`config.mk`:
```
export PLATFORM = sky130hd
export DESIGN_NAME = smr_lane
export DESIGN_NICKNAME = d
export VERILOG_FILES = /design/src/sv/smr_pkg.sv /design/src/sv/smr_lane.sv
export SDC_FILE = /design/constraint.sdc
export NUM_CORES = 1
export LEC_CHECK = 0
export BUFFER_PORTS_ARGS = -buffer_cell sky130_fd_sc_hd__buf_4
export CORE_ASPECT_RATIO = 0.8
export CORE_MARGIN = 4
export CORE_UTILIZATION = 50
export DETAILED_ROUTE_END_ITERATION = 7
export GPL_TIMING_DRIVEN = 0
export PLACE_DENSITY = 0.67
export SYNTH_ARGS = -nofsm -noshare
export SYNTH_HDL_FRONTEND = slang
export SYNTH_SLANG_ARGS = --single-unit
```
`constraint.sdc`:
```
create_clock -name vclk -period 13.8
set_input_delay 2.07 -clock vclk [all_inputs]
set_output_delay 2.07 -clock vclk [all_outputs]
set_load 0.02 [all_outputs]
```
`src/sv/smr_pkg.sv`:
```
package smr_pkg;

   localparam int SINE_TABLE_DEPTH = 1024;
   localparam int SAMPLE_WIDTH     = 24;

   localparam int ROM_AW      = $clog2(SINE_TABLE_DEPTH);
   localparam int GAIN_W      = 17;
   localparam int PHASE_W     = 25;
   localparam int LEN_W       = 16;
   localparam int STEP_W      = 24;
   localparam int CSR_INDEX_W = 3;
   localparam int CSR_DATA_W  = 24;
   localparam int LOOK_W      = PHASE_W + ROM_AW + 1;

   localparam logic [PHASE_W-1:0] PHASE_ONE = PHASE_W'(1) << STEP_W;
   localparam logic [GAIN_W-1:0]  GAIN_ONE  = GAIN_W'(32768);
   localparam logic [63:0]        HALF_PI_Q31 = 64'd3373259426;

   localparam logic [CSR_INDEX_W-1:0] CSR_FALL_LENGTH   = 3'd0;
   localparam logic [CSR_INDEX_W-1:0] CSR_STEADY_LENGTH = 3'd1;
   localparam logic [CSR_INDEX_W-1:0] CSR_RISE_LENGTH   = 3'd2;
   localparam logic [CSR_INDEX_W-1:0] CSR_FALL_STEP     = 3'd3;
   localparam logic [CSR_INDEX_W-1:0] CSR_RISE_STEP     = 3'd4;

   localparam logic [LEN_W-1:0]  FALL_LENGTH_RST   = 16'd240;
   localparam logic [LEN_W-1:0]  STEADY_LENGTH_RST = 16'd2400;
   localparam logic [LEN_W-1:0]  RISE_LENGTH_RST   = 16'd240;
   localparam logic [STEP_W-1:0] FALL_STEP_RST     = 24'd69905;
   localparam logic [STEP_W-1:0] RISE_STEP_RST     = 24'd69905;

   typedef enum logic [1:0] {
      ENV_PASS   = 2'd0,
      ENV_FALL   = 2'd1,
      ENV_STEADY = 2'd2,
      ENV_RISE   = 2'd3
   } env_mode_type;

   typedef enum logic [1:0] {
      GAIN_SEL_ZERO  = 2'd0,
      GAIN_SEL_UNITY = 2'd1,
      GAIN_SEL_TABLE = 2'd2
   } gain_sel_type;

   typedef struct packed {
      env_mode_type      phase;
      logic              done;
      gain_sel_type      sel;
      logic [ROM_AW-1:0] rom_addr;
   } env_info_type;

   typedef struct packed {
      logic                           action;
      logic signed [SAMPLE_WIDTH-1:0] main_left;
      logic signed [SAMPLE_WIDTH-1:0] main_right;
      logic signed [SAMPLE_WIDTH-1:0] aux_left;
      logic signed [SAMPLE_WIDTH-1:0] aux_right;
   } req_word_type;

   typedef struct packed {
      logic signed [SAMPLE_WIDTH-1:0] out_main_left;
      logic signed [SAMPLE_WIDTH-1:0] out_main_right;
      logic signed [SAMPLE_WIDTH-1:0] out_aux_left;
      logic signed [SAMPLE_WIDTH-1:0] out_aux_right;
      logic [1:0]                     envelope_phase;
      logic                           switch_done;
   } rsp_word_type;

   typedef logic [15:0] rom_type [SINE_TABLE_DEPTH];

   // Q31 Taylor series of sin, rounded to Q15
   function automatic rom_type build_sine_rom();
      rom_type     t;
      logic [63:0] x;
      logic [63:0] term;
      logic [63:0] sum;
      for (int i = 0; i < SINE_TABLE_DEPTH; i++) begin
         x = (HALF_PI_Q31 * 64'(i)) / 64'(SINE_TABLE_DEPTH);
         term = x;
         sum = x;
         for (int k = 1; k <= 7; k++) begin
            term = (term * x) >> 31;
            term = (term * x) >> 31;
            term = term / 64'((2 * k) * (2 * k + 1));
            if ((k & 1) != 0) begin
               sum = (sum >= term) ? sum - term : 64'd0;
            end else begin
               sum = sum + term;
            end
         end
         sum = (sum + 64'd32768) >> 16;
         if (sum > 64'd32768) begin
            sum = 64'd32768;
         end
         t[i] = sum[15:0];
      end
      return t;
   endfunction

   localparam rom_type SINE_ROM = build_sine_rom();

endpackage

```
`src/sv/smr_lane.sv`:
```
module smr_lane (
   input  logic signed [smr_pkg::SAMPLE_WIDTH-1:0] sample,
   input  logic [smr_pkg::GAIN_W-1:0]              gain,
   output logic signed [smr_pkg::SAMPLE_WIDTH-1:0] result
);

   localparam int PROD_W = smr_pkg::SAMPLE_WIDTH + smr_pkg::GAIN_W + 1;

   logic signed [PROD_W-1:0] prod;
   logic signed [PROD_W-1:0] rounded;

   // round half up, then floor by arithmetic shift
   always_comb begin
      prod    = PROD_W'(sample) * $signed({1'b0, gain});
      rounded = (prod + PROD_W'(16384)) >>> 15;
      result  = rounded[smr_pkg::SAMPLE_WIDTH-1:0];
   end

endmodule

```
==> results_dict.tcl <==
set metrics [dict create \
    rsz0062_at_grt "no" \
    synth.avg_cell_area_um2 9.14 \
    top_usage_layer "met2" \
    drc 0 \
    clock_buffer_count 0 \
    drtIter0Drc 618 \
    syn_nets 2069 \
    max_freq_ghz 0.0866 \
    timing_hold_violations_final 0 \
    endpoint "result[23]" \
    drive_above_1_share_pct 4.32 \
    start_util_pct 51.0 \
    final_common_cell "inv_1" \
    synth_area_um2 14000 \
    holdCritStartpoint "gain[16]" \
    antenna_found_initial 2 \
    period_minus_slack_ns 11.54 \
    die_x_um 195 \
    die_area_um2 30700 \
    final-seq-area_um2 0 \
    layout_common_cells "446 x inv_1, 380 x fa_1, 237 x and2_1" \
    ios 65 \
    fin_util_pct 54.5 \
    tightest_slew_ns 0.958 \
    ant_nets 0 \
    path_class "in -> out" \
    post-cts-setup-buffers 0 \
    grt_util_met1_pct 36.7 \
    placed_area_um2 14900 \
    cts_resized 0 \
    cap_violations 0 \
    grt_pass1_vias 11500 \
    use_met3_pct 8.23 \
    die_h_um 158 \
    holdBufCountCts 0 \
    num_rows 54 \
    finalMaxSlewViolations 0 \
    grtUsageTotal_pct 26.4 \
    grt_first_pass_wirelength_um 63000 \
    portBuffers 65 \
    max_slew_margin_pct 36.2 \
    gp_congestion 0.974 \
    use_met2_pct 41.9 \
    layoutNonFillerInstCount 1961 \
    status "complete, no violations" \
    hp-class "in -> out" \
    routed_wl_um 37900 \
    synth_warnings 0 \
    worstPathArrival_ns 9.47 \
    crit_path_end_kind "output port" \
    grt_max_degree 11 \
    first_pass_iters 4 \
    worst_setup_path_start_kind "input port" \
    syn2layout_area_growth_pct 6.76 \
    coreArea_um2 27400 \
    cp.required_ns 11.73 \
    viasPerCell 5.13 \
    vias 10100 \
    fin_crit_sh_pct 83.7 \
    setup-tns-final_ns 0 \
    setup_viol 0 \
    grt-ovfl-total 0 \
    netlist_instances 1531 \
    seq_area_frac_synth_pct 0 \
    yosysUniqueCellTypes 38 \
    post-dp-hpwl_um 32600 \
    seq_cell_count 0 \
    design_area_um2 14900 \
    nets 2136 \
    wl_per_cell_um 19.3 \
    worstPathMaxFanout 10 \
    startpoint "sample[10]" \
    post-place-cells 1960 \
]
-- worst max-delay path, cell delays in order --
cell and delay (ns):
buf_4 0.14, clkbuf_1 0.53, nand2_1 0.18, fa_1 0.55, fa_1 0.57, fa_1 0.45, fa_1 0.54, inv_1 0.05
fa_1 0.50, fa_1 0.42, ha_1 0.32, nand3_1 0.12, o22ai_1 0.15, a2111oi_4 0.64, o21ai_1 0.25, a221oi_2 0.82
o21a_1 0.27, nor2_1 0.08, a311oi_1 0.43, xnor2_1 0.19, buf_4 0.18
-- cells in the mapped netlist (all sizes together), types with 3 or more instances --
cell	count	area share [%]
inv	446	12
ha	117	10
clkbuf	58	1.6
xnor2	32	2.0
o21a	7	0.38
fa	380	54
xor2	8	0.50
and2	237	11
nand2	173	4.6
o21ai	9	0.32
a211oi	3	0.20
nor2	10	0.27
a21oi	11	0.39
a21o	8	0.43
-- worst min-delay path by stage --
stage	to	slack, ns	depth (start not counted)
global route	result[23]	5.22	8
global placement	result[23]	5.16	8
CTS	result[23]	5.16	8
detailed placement	result[23]	5.15	8
finish	result[23]	5.14	8
floorplan	result[0]	4.83	5
-- layer usage --
metal	wire, um	vias up	part of all wire [%]
met5	0	-	0
met4	901	0	2.4
met3	4300	55	11
met2	16900	416	45
met1	15800	5144	42
li1	-	4450	-
-- area by class of cell --
type / count / area (um^2)
diodes: 1 / 2.50
plain buffers: 58 / 218
fillers: 2576 / 12500
inverters: 446 / 1670
multi-input cells: 1027 / 12100
well taps: 364 / 455
repair buffers: 65 / 488
-- through the flow --
step                hold slack (ns)  setup slack (ns)
floorplan                      4.83              4.03
global placement               5.16              2.32
detailed placement             5.15              2.37
CTS                            5.16              2.31
global route                   5.22              1.92
finish                         5.14              2.26
-- cell families (layout without fill, tap and decap cells) --
group                      after synthesis  count (layout)  synth area share (%)
buffers and inverters                  504             569                  13.5
xor gates and xnor gates                40              40                  2.50
and+or+nand+nor                        434             434                  16.1
other                                    0               1                     0
AOI/OAI and AO/OA                       56              56                  3.00
adders and majority gates              497             497                  64.8
