--- src/sv/smr_pkg.sv ---
package smr_pkg;

   localparam int SINE_TABLE_DEPTH = 1024;
   localparam int SAMPLE_WIDTH     = 24;

   localparam int ROM_AW      = $clog2(SINE_TABLE_DEPTH);
   localparam int GAIN_W      = 17;
   localparam int PHASE_W     = 25;
   localparam int LEN_W       = 16;
   localparam int STEP_W      = 24;
   localparam int CSR_INDEX_W = 3;
   localparam int CSR_DATA_W  = 24;
   localparam int LOOK_W      = PHASE_W + ROM_AW + 1;

   localparam logic [PHASE_W-1:0] PHASE_ONE = PHASE_W'(1) << STEP_W;
   localparam logic [GAIN_W-1:0]  GAIN_ONE  = GAIN_W'(32768);
   localparam logic [63:0]        HALF_PI_Q31 = 64'd3373259426;

   localparam logic [CSR_INDEX_W-1:0] CSR_FALL_LENGTH   = 3'd0;
   localparam logic [CSR_INDEX_W-1:0] CSR_STEADY_LENGTH = 3'd1;
   localparam logic [CSR_INDEX_W-1:0] CSR_RISE_LENGTH   = 3'd2;
   localparam logic [CSR_INDEX_W-1:0] CSR_FALL_STEP     = 3'd3;
   localparam logic [CSR_INDEX_W-1:0] CSR_RISE_STEP     = 3'd4;

   localparam logic [LEN_W-1:0]  FALL_LENGTH_RST   = 16'd240;
   localparam logic [LEN_W-1:0]  STEADY_LENGTH_RST = 16'd2400;
   localparam logic [LEN_W-1:0]  RISE_LENGTH_RST   = 16'd240;
   localparam logic [STEP_W-1:0] FALL_STEP_RST     = 24'd69905;
   localparam logic [STEP_W-1:0] RISE_STEP_RST     = 24'd69905;

   typedef enum logic [1:0] {
      ENV_PASS   = 2'd0,
      ENV_FALL   = 2'd1,
      ENV_STEADY = 2'd2,
      ENV_RISE   = 2'd3
   } env_mode_type;

   typedef enum logic [1:0] {
      GAIN_SEL_ZERO  = 2'd0,
      GAIN_SEL_UNITY = 2'd1,
      GAIN_SEL_TABLE = 2'd2
   } gain_sel_type;

   typedef struct packed {
      env_mode_type      phase;
      logic              done;
      gain_sel_type      sel;
      logic [ROM_AW-1:0] rom_addr;
   } env_info_type;

   typedef struct packed {
      logic                           action;
      logic signed [SAMPLE_WIDTH-1:0] main_left;
      logic signed [SAMPLE_WIDTH-1:0] main_right;
      logic signed [SAMPLE_WIDTH-1:0] aux_left;
      logic signed [SAMPLE_WIDTH-1:0] aux_right;
   } req_word_type;

   typedef struct packed {
      logic signed [SAMPLE_WIDTH-1:0] out_main_left;
      logic signed [SAMPLE_WIDTH-1:0] out_main_right;
      logic signed [SAMPLE_WIDTH-1:0] out_aux_left;
      logic signed [SAMPLE_WIDTH-1:0] out_aux_right;
      logic [1:0]                     envelope_phase;
      logic                           switch_done;
   } rsp_word_type;

   typedef logic [15:0] rom_type [SINE_TABLE_DEPTH];

   // Q31 Taylor series of sin, rounded to Q15
   function automatic rom_type build_sine_rom();
      rom_type     t;
      logic [63:0] x;
      logic [63:0] term;
      logic [63:0] sum;
      for (int i = 0; i < SINE_TABLE_DEPTH; i++) begin
         x = (HALF_PI_Q31 * 64'(i)) / 64'(SINE_TABLE_DEPTH);
         term = x;
         sum = x;
         for (int k = 1; k <= 7; k++) begin
            term = (term * x) >> 31;
            term = (term * x) >> 31;
            term = term / 64'((2 * k) * (2 * k + 1));
            if ((k & 1) != 0) begin
               sum = (sum >= term) ? sum - term : 64'd0;
            end else begin
               sum = sum + term;
            end
         end
         sum = (sum + 64'd32768) >> 16;
         if (sum > 64'd32768) begin
            sum = 64'd32768;
         end
         t[i] = sum[15:0];
      end
      return t;
   endfunction

   localparam rom_type SINE_ROM = build_sine_rom();

endpackage

--- src/sv/smr_env.sv ---
module smr_env (
   input  logic                                clock,
   input  logic                                reset,
   input  logic                                csr_we,
   input  logic [smr_pkg::CSR_INDEX_W-1:0]     csr_index,
   input  logic [smr_pkg::CSR_DATA_W-1:0]      csr_wdata,
   input  logic                                accept,
   input  logic                                action,
   output smr_pkg::env_info_type               info
);

   smr_pkg::env_mode_type          mode_ff, mode_in;
   logic [smr_pkg::LEN_W-1:0]      count_ff, count_in;
   logic [smr_pkg::PHASE_W-1:0]    phase_ff, phase_in;

   logic [smr_pkg::LEN_W-1:0]      fall_length_ff, fall_length_in;
   logic [smr_pkg::LEN_W-1:0]      steady_length_ff, steady_length_in;
   logic [smr_pkg::LEN_W-1:0]      rise_length_ff, rise_length_in;
   logic [smr_pkg::STEP_W-1:0]     fall_step_ff, fall_step_in;
   logic [smr_pkg::STEP_W-1:0]     rise_step_ff, rise_step_in;

   logic [smr_pkg::STEP_W-1:0]     step;
   logic [smr_pkg::PHASE_W-1:0]    phase_sum;
   logic [smr_pkg::PHASE_W-1:0]    phase_adv;
   logic [smr_pkg::PHASE_W-1:0]    look;
   logic [smr_pkg::LOOK_W-1:0]     look_scaled;
   logic [smr_pkg::ROM_AW:0]       look_idx;
   logic [smr_pkg::LEN_W-1:0]      count_inc;
   logic [smr_pkg::LEN_W-1:0]      limit;
   logic                           wrap;

   always_comb begin
      fall_length_in   = fall_length_ff;
      steady_length_in = steady_length_ff;
      rise_length_in   = rise_length_ff;
      fall_step_in     = fall_step_ff;
      rise_step_in     = rise_step_ff;
      if (csr_we) begin
         case (csr_index)
            smr_pkg::CSR_FALL_LENGTH:   fall_length_in   = csr_wdata[smr_pkg::LEN_W-1:0];
            smr_pkg::CSR_STEADY_LENGTH: steady_length_in = csr_wdata[smr_pkg::LEN_W-1:0];
            smr_pkg::CSR_RISE_LENGTH:   rise_length_in   = csr_wdata[smr_pkg::LEN_W-1:0];
            smr_pkg::CSR_FALL_STEP:     fall_step_in     = csr_wdata[smr_pkg::STEP_W-1:0];
            smr_pkg::CSR_RISE_STEP:     rise_step_in     = csr_wdata[smr_pkg::STEP_W-1:0];
            default: ;
         endcase
      end
   end

   // advance phase, saturate at one; count the word and test for the end of the phase
   always_comb begin
      step      = (mode_ff == smr_pkg::ENV_FALL) ? fall_step_ff : rise_step_ff;
      phase_sum = phase_ff + smr_pkg::PHASE_W'(step);
      phase_adv = (phase_sum > smr_pkg::PHASE_ONE) ? smr_pkg::PHASE_ONE : phase_sum;
      count_inc = count_ff + smr_pkg::LEN_W'(1);
      case (mode_ff)
         smr_pkg::ENV_FALL:   limit = fall_length_ff;
         smr_pkg::ENV_STEADY: limit = steady_length_ff;
         smr_pkg::ENV_RISE:   limit = rise_length_ff;
         default:             limit = '0;
      endcase
      wrap = (count_inc >= limit);
   end

   always_comb begin
      mode_in  = mode_ff;
      count_in = count_ff;
      phase_in = phase_ff;
      if (accept) begin
         if (action) begin
            mode_in  = smr_pkg::ENV_FALL;
            count_in = '0;
            phase_in = '0;
         end else if (mode_ff != smr_pkg::ENV_PASS) begin
            if (wrap) begin
               count_in = '0;
               phase_in = '0;
               case (mode_ff)
                  smr_pkg::ENV_FALL:   mode_in = smr_pkg::ENV_STEADY;
                  smr_pkg::ENV_STEADY: mode_in = smr_pkg::ENV_RISE;
                  default:             mode_in = smr_pkg::ENV_PASS;
               endcase
            end else begin
               count_in = count_inc;
               if (mode_ff != smr_pkg::ENV_STEADY) begin
                  phase_in = phase_adv;
               end
            end
         end
      end
   end

   always_comb begin
      look = (mode_ff == smr_pkg::ENV_FALL) ? smr_pkg::PHASE_ONE - phase_adv : phase_adv;
      look_scaled = smr_pkg::LOOK_W'(look) * smr_pkg::LOOK_W'(smr_pkg::SINE_TABLE_DEPTH);
      look_idx = look_scaled[smr_pkg::STEP_W +: (smr_pkg::ROM_AW + 1)];
      info.rom_addr = look_idx[smr_pkg::ROM_AW-1:0];
      info.done     = 1'b0;
      if (action) begin
         info.phase = smr_pkg::ENV_PASS;
         info.sel   = smr_pkg::GAIN_SEL_ZERO;
      end else begin
         info.phase = mode_ff;
         case (mode_ff)
            smr_pkg::ENV_FALL, smr_pkg::ENV_RISE: begin
               if (look_idx >= (smr_pkg::ROM_AW + 1)'(smr_pkg::SINE_TABLE_DEPTH)) begin
                  info.sel = smr_pkg::GAIN_SEL_UNITY;
               end else begin
                  info.sel = smr_pkg::GAIN_SEL_TABLE;
               end
               info.done = (mode_ff == smr_pkg::ENV_RISE) && wrap;
            end
            smr_pkg::ENV_STEADY: info.sel = smr_pkg::GAIN_SEL_ZERO;
            default:             info.sel = smr_pkg::GAIN_SEL_UNITY;
         endcase
      end
   end

   always_ff @(posedge clock) begin
      if (reset) begin
         mode_ff          <= smr_pkg::ENV_PASS;
         count_ff         <= '0;
         phase_ff         <= '0;
         fall_length_ff   <= smr_pkg::FALL_LENGTH_RST;
         steady_length_ff <= smr_pkg::STEADY_LENGTH_RST;
         rise_length_ff   <= smr_pkg::RISE_LENGTH_RST;
         fall_step_ff     <= smr_pkg::FALL_STEP_RST;
         rise_step_ff     <= smr_pkg::RISE_STEP_RST;
      end else begin
         mode_ff          <= mode_in;
         count_ff         <= count_in;
         phase_ff         <= phase_in;
         fall_length_ff   <= fall_length_in;
         steady_length_ff <= steady_length_in;
         rise_length_ff   <= rise_length_in;
         fall_step_ff     <= fall_step_in;
         rise_step_ff     <= rise_step_in;
      end
   end

endmodule

--- config.mk ---
export PLATFORM = sky130hd
export DESIGN_NAME = smr_env
export DESIGN_NICKNAME = d
export VERILOG_FILES = /design/src/sv/smr_pkg.sv /design/src/sv/smr_env.sv
export SDC_FILE = /design/constraint.sdc
export NUM_CORES = 1
export LEC_CHECK = 0
export BUFFER_PORTS_ARGS = -buffer_cell sky130_fd_sc_hd__buf_2
export CORE_ASPECT_RATIO = 2
export CORE_MARGIN = 3
export CORE_UTILIZATION = 28
export CTS_CLUSTER_DIAMETER = 60
export DETAILED_ROUTE_END_ITERATION = 7
export PLACE_DENSITY_LB_ADDON = 0.25
export REMOVE_ABC_BUFFERS = 1
export SLEW_MARGIN = 30
export SYNTH_ARGS = -nofsm -noshare
export SYNTH_HDL_FRONTEND = slang
export SYNTH_SLANG_ARGS = --single-unit
--- constraint.sdc ---
create_clock -name clock -period 6.6 [get_ports clock]
set_input_delay 0.33 -clock clock [delete_from_list [all_inputs] [get_ports clock]]
set_output_delay 0.33 -clock clock [all_outputs]
set_load 0.005 [all_outputs]
==> flow_metrics.env <==
export IMPL_critical_path_arrival_ns=5.50
export IMPL_via_per_inst=5.19
export IMPL_hold_end="fall_step_ff[21]"
export IMPL_rows=87
export IMPL_cap_violations=0
export IMPL_port_buffer_count=46
export IMPL_ctsHoldBuffers=0
export IMPL_drt_iter0_markers=438
export IMPL_antenna_found_initial=1
export IMPL_track_usage_pct=16.0
export IMPL_worstPathRequired_ns=6.27
export IMPL_finalSetupViolCount=0
export IMPL_hold_viol=0
export IMPL_synth_edf_count=0
export IMPL_post_drt_wl_per_cell_um=17.7
export IMPL_n_fill_cell=2966
export IMPL_path_cells="inv_1 > ha_2 > buf_4 > mux2_2 > ha_1 > nand2_1 > a211oi_1 > o31ai_1 > a21boi_0 > o2111a_1 > nand4b_1 > or3_1 > o31a_1 > mux2i_1 > buf_2"
export IMPL_skew_ns=0.0101
export IMPL_initial_core_util_pct=28.4
export IMPL_syn_inst=1004
export IMPL_setup_worst_path_class="flop to output port"
export IMPL_endpoint_kind="output port"
export IMPL_period_share_pct=88.4
export IMPL_min_period_ns=5.83
export IMPL_cts_max_path_buffers=2
export IMPL_dr_pass1_iters=6
export IMPL_avgSynthCellArea_um2=7.97
export IMPL_tritoncts="yes"
export IMPL_hp_class="input pin to flop"
export IMPL_fmax_mhz=171
export IMPL_powerDensity_nw_per_um2=227
export IMPL_ys_types=65
export IMPL_clk_latency_ns=0.43
export IMPL_rr_worst_depth=16
export IMPL_min_delay_start="csr_wdata[21]"
export IMPL_relSlewSlack_pct=38.4
export IMPL_drc=0
export IMPL_clk_pin_slew_ns=0.06
export IMPL_r2r_start="count_ff[0]"
export IMPL_nets=1092
export IMPL_status="completed"
export IMPL_crit_slowest_cell="buf_4"
export IMPL_rrSetupSlack_ns=1.26
export IMPL_htreeDepth=4
export IMPL_grt_pass1_vias=7250
export IMPL_synth_top_flop_cell="dfxtp_1"
export IMPL_root_buffer="clkbuf_16"
export IMPL_fp_dieArea_um2=30800
export IMPL_syn_area_um2=8000
export IMPL_die_w_um=126
export IMPL_post_cts_buffers=0
export IMPL_regToRegEndpoint="phase_ff[7]"
export IMPL_ir_drop_v=0.000153
export IMPL_worstMarginPinSlew_ns=0.923
export IMPL_gr_total_overflow=0
export IMPL_drv_slew=0
export IMPL_finalWirelength_mm=24.4
export IMPL_layoutNonFillerInstCount=1381
export IMPL_max_stage_delay_ns=0.53
export IMPL_crit_path_max_fanout=44
export IMPL_ys_seq_area_share_pct=34.8
export IMPL_hold_depth=3
export IMPL_postCtsResizedCells=0
export IMPL_grt_pass1_wl_mm=39.1
export IMPL_numCtsBuffers=17
export IMPL_async_flop_share_pct=0
export IMPL_rsz0062_at_grt="no"
export IMPL_ioPinCount=47
export IMPL_critPathLaunchType="flop"
export IMPL_grt_max_degree=91
export IMPL_cts_sinks=139
export IMPL_critPathBufInv=3
export IMPL_route_antenna_remaining_nets=0
export IMPL_gp_congestion=0.796
export IMPL_syn_to_final_growth_pct=13.8
export IMPL_vias=7173
export IMPL_ys_ff_latch=139
export IMPL_critical_path_top_delay_family="compound AO/OA/AOI/OAI gates"
export IMPL_die_h_um=245
export IMPL_leakage_nw=3.59
export IMPL_yosys_warnings=0
export IMPL_tns_ns=0
export IMPL_dp_cells=1349
export IMPL_core_um2=28200
export IMPL_drive_above_1_share_pct=13.6
export IMPL_dp_hpwl_mm=18.2
## through the flow
stage	hold slack [ns]	utilization [%]	total power, mW	cell area [um^2]	setup slack, ns
floorplan	0.399	-	1.01	7750	1.36
global placement	0.438	30.1	1.11	8500	1.27
detailed placement	0.446	30.2	1.11	8520	1.21
CTS	0.138	32.3	2.08	9100	0.737
global route	0.147	32.3	2.14	9110	0.413
finish	0.149	32.3	2.07	9110	0.768
## layout by cell type (no fill, tap or decap), types with 12 or more instances in the layout
master and count:
ha_1 46, dfxtp_1 139, clkbuf_16 17, o21ai_0 29
xor2_1 28, a222oi_1 16, and3_1 17, a21o_1 12
or2_2 18, a21oi_1 116, a32o_1 13, nand3b_1 34
xnor2_1 13, buf_2 45, nor2_1 54, nand2_1 239
mux2_2 26
## flip-flops by register name (all words and copies together) (netlist names)
name              flops
phase_ff             25
fall_step_ff         24
rise_step_ff         24
count_ff             16
fall_length_ff       16
rise_length_ff       16
steady_length_ff     16
mode_ff               2
## tightest hold or removal path, delay by kind of cell
kind / cells / cell delay (ns)
buf+inv: 1 / 0.10
simple gates: 1 / 0.05
compound gates: 1 / 0.05
## final cells by class
| class | count | area, um^2 | share of cell area [%] |
|---|---|---|---|
| multi-input combinational | 790 | 4960 | 54.4 |
| clock inverter | 6 | 113 | 1.24 |
| tap | 356 | 445 | 4.89 |
| inverter | 10 | 37.5 | 0.412 |
| antenna | 1 | 2.50 | 0.0275 |
| timing repair buffer | 54 | 293 | 3.21 |
| clock buffer | 25 | 475 | 5.22 |
| sequential | 139 | 2780 | 30.6 |
## routing by layer
metal / share of wire (%) / track usage (%)
met2: 57 / 31.9
met5: 0 / 0
met3: 2.6 / 2.44
met4: 3.1 / 6.58
met1: 38 / 16.0
## power by group
part           switching, mW  leakage, nW  internal, mW
Sequential            0.0101         1.13         0.857
Clock                  0.362        0.286         0.613
Combinational          0.145         2.18        0.0784
Total                  0.517         3.59          1.55
## logic make-up (layout without fill, tap and decap cells)
kind of cell    Yosys count  after routing  synth area share (%)
simple gates            419            419                  24.2
compound gates          251            251                  20.8
flops                   139            139                  34.8
buf+inv                  75             95                  3.64
fa+ha+maj                48             48                  7.60
xor+xnor                 43             43                  4.89
mux                      29             29                  4.03
other cells               0              1                     0
## worst max-delay path by stage
stage	cells after the start	slack, ns	startpoint	end
6_report	15	0.77	mode_ff[1]	info[8]
5_1_grt	15	0.41	mode_ff[1]	info[8]
4_1_cts	15	0.74	mode_ff[1]	info[8]
3_5_place_dp	15	1.21	mode_ff[1]	phase_ff[7]
3_3_place_gp	16	1.27	count_ff[0]	phase_ff[5]
2_1_floorplan	14	1.36	mode_ff[1]	info[8]
## synthesized netlist by cell type (3+ instances only)
| cell | count | area (um^2) |
|---|---|---|
| inv_1 | 10 | 37.5 |
| o211ai_1 | 3 | 22.5 |
| a31o_2 | 3 | 26.3 |
| a22o_1 | 5 | 43.8 |
| and2_1 | 3 | 18.8 |
| nor2_1 | 54 | 203 |
| nand3b_1 | 34 | 255 |
| xor2_1 | 28 | 245 |
| nor3_1 | 10 | 50.1 |
| nand2b_1 | 4 | 25.0 |
| nor4_1 | 5 | 31.3 |
| o21ai_1 | 3 | 15.0 |
| clkbuf_1 | 62 | 233 |
| and3_1 | 19 | 119 |
| nand2_1 | 239 | 897 |
| o21ai_0 | 29 | 145 |
| o31ai_1 | 5 | 37.5 |
| or2_2 | 18 | 113 |
| dfxtp_1 | 139 | 2780 |
| ha_1 | 47 | 588 |
| a21o_1 | 12 | 90.1 |
| xnor2_1 | 13 | 114 |
| a22oi_1 | 10 | 75.1 |
| a21boi_0 | 3 | 22.5 |
| mux2i_1 | 3 | 30.0 |
| nand3_1 | 11 | 55.1 |
| mux2_2 | 26 | 293 |
| a211oi_1 | 5 | 37.5 |
| or3_1 | 3 | 18.8 |
| a32o_1 | 13 | 130 |
| a222oi_1 | 16 | 160 |
| a221oi_1 | 3 | 26.3 |
| o21a_1 | 4 | 30.0 |
| a21oi_1 | 116 | 581 |
| nand4_1 | 8 | 50.1 |
No activity file was read; power rests on OpenSTA's default activity.
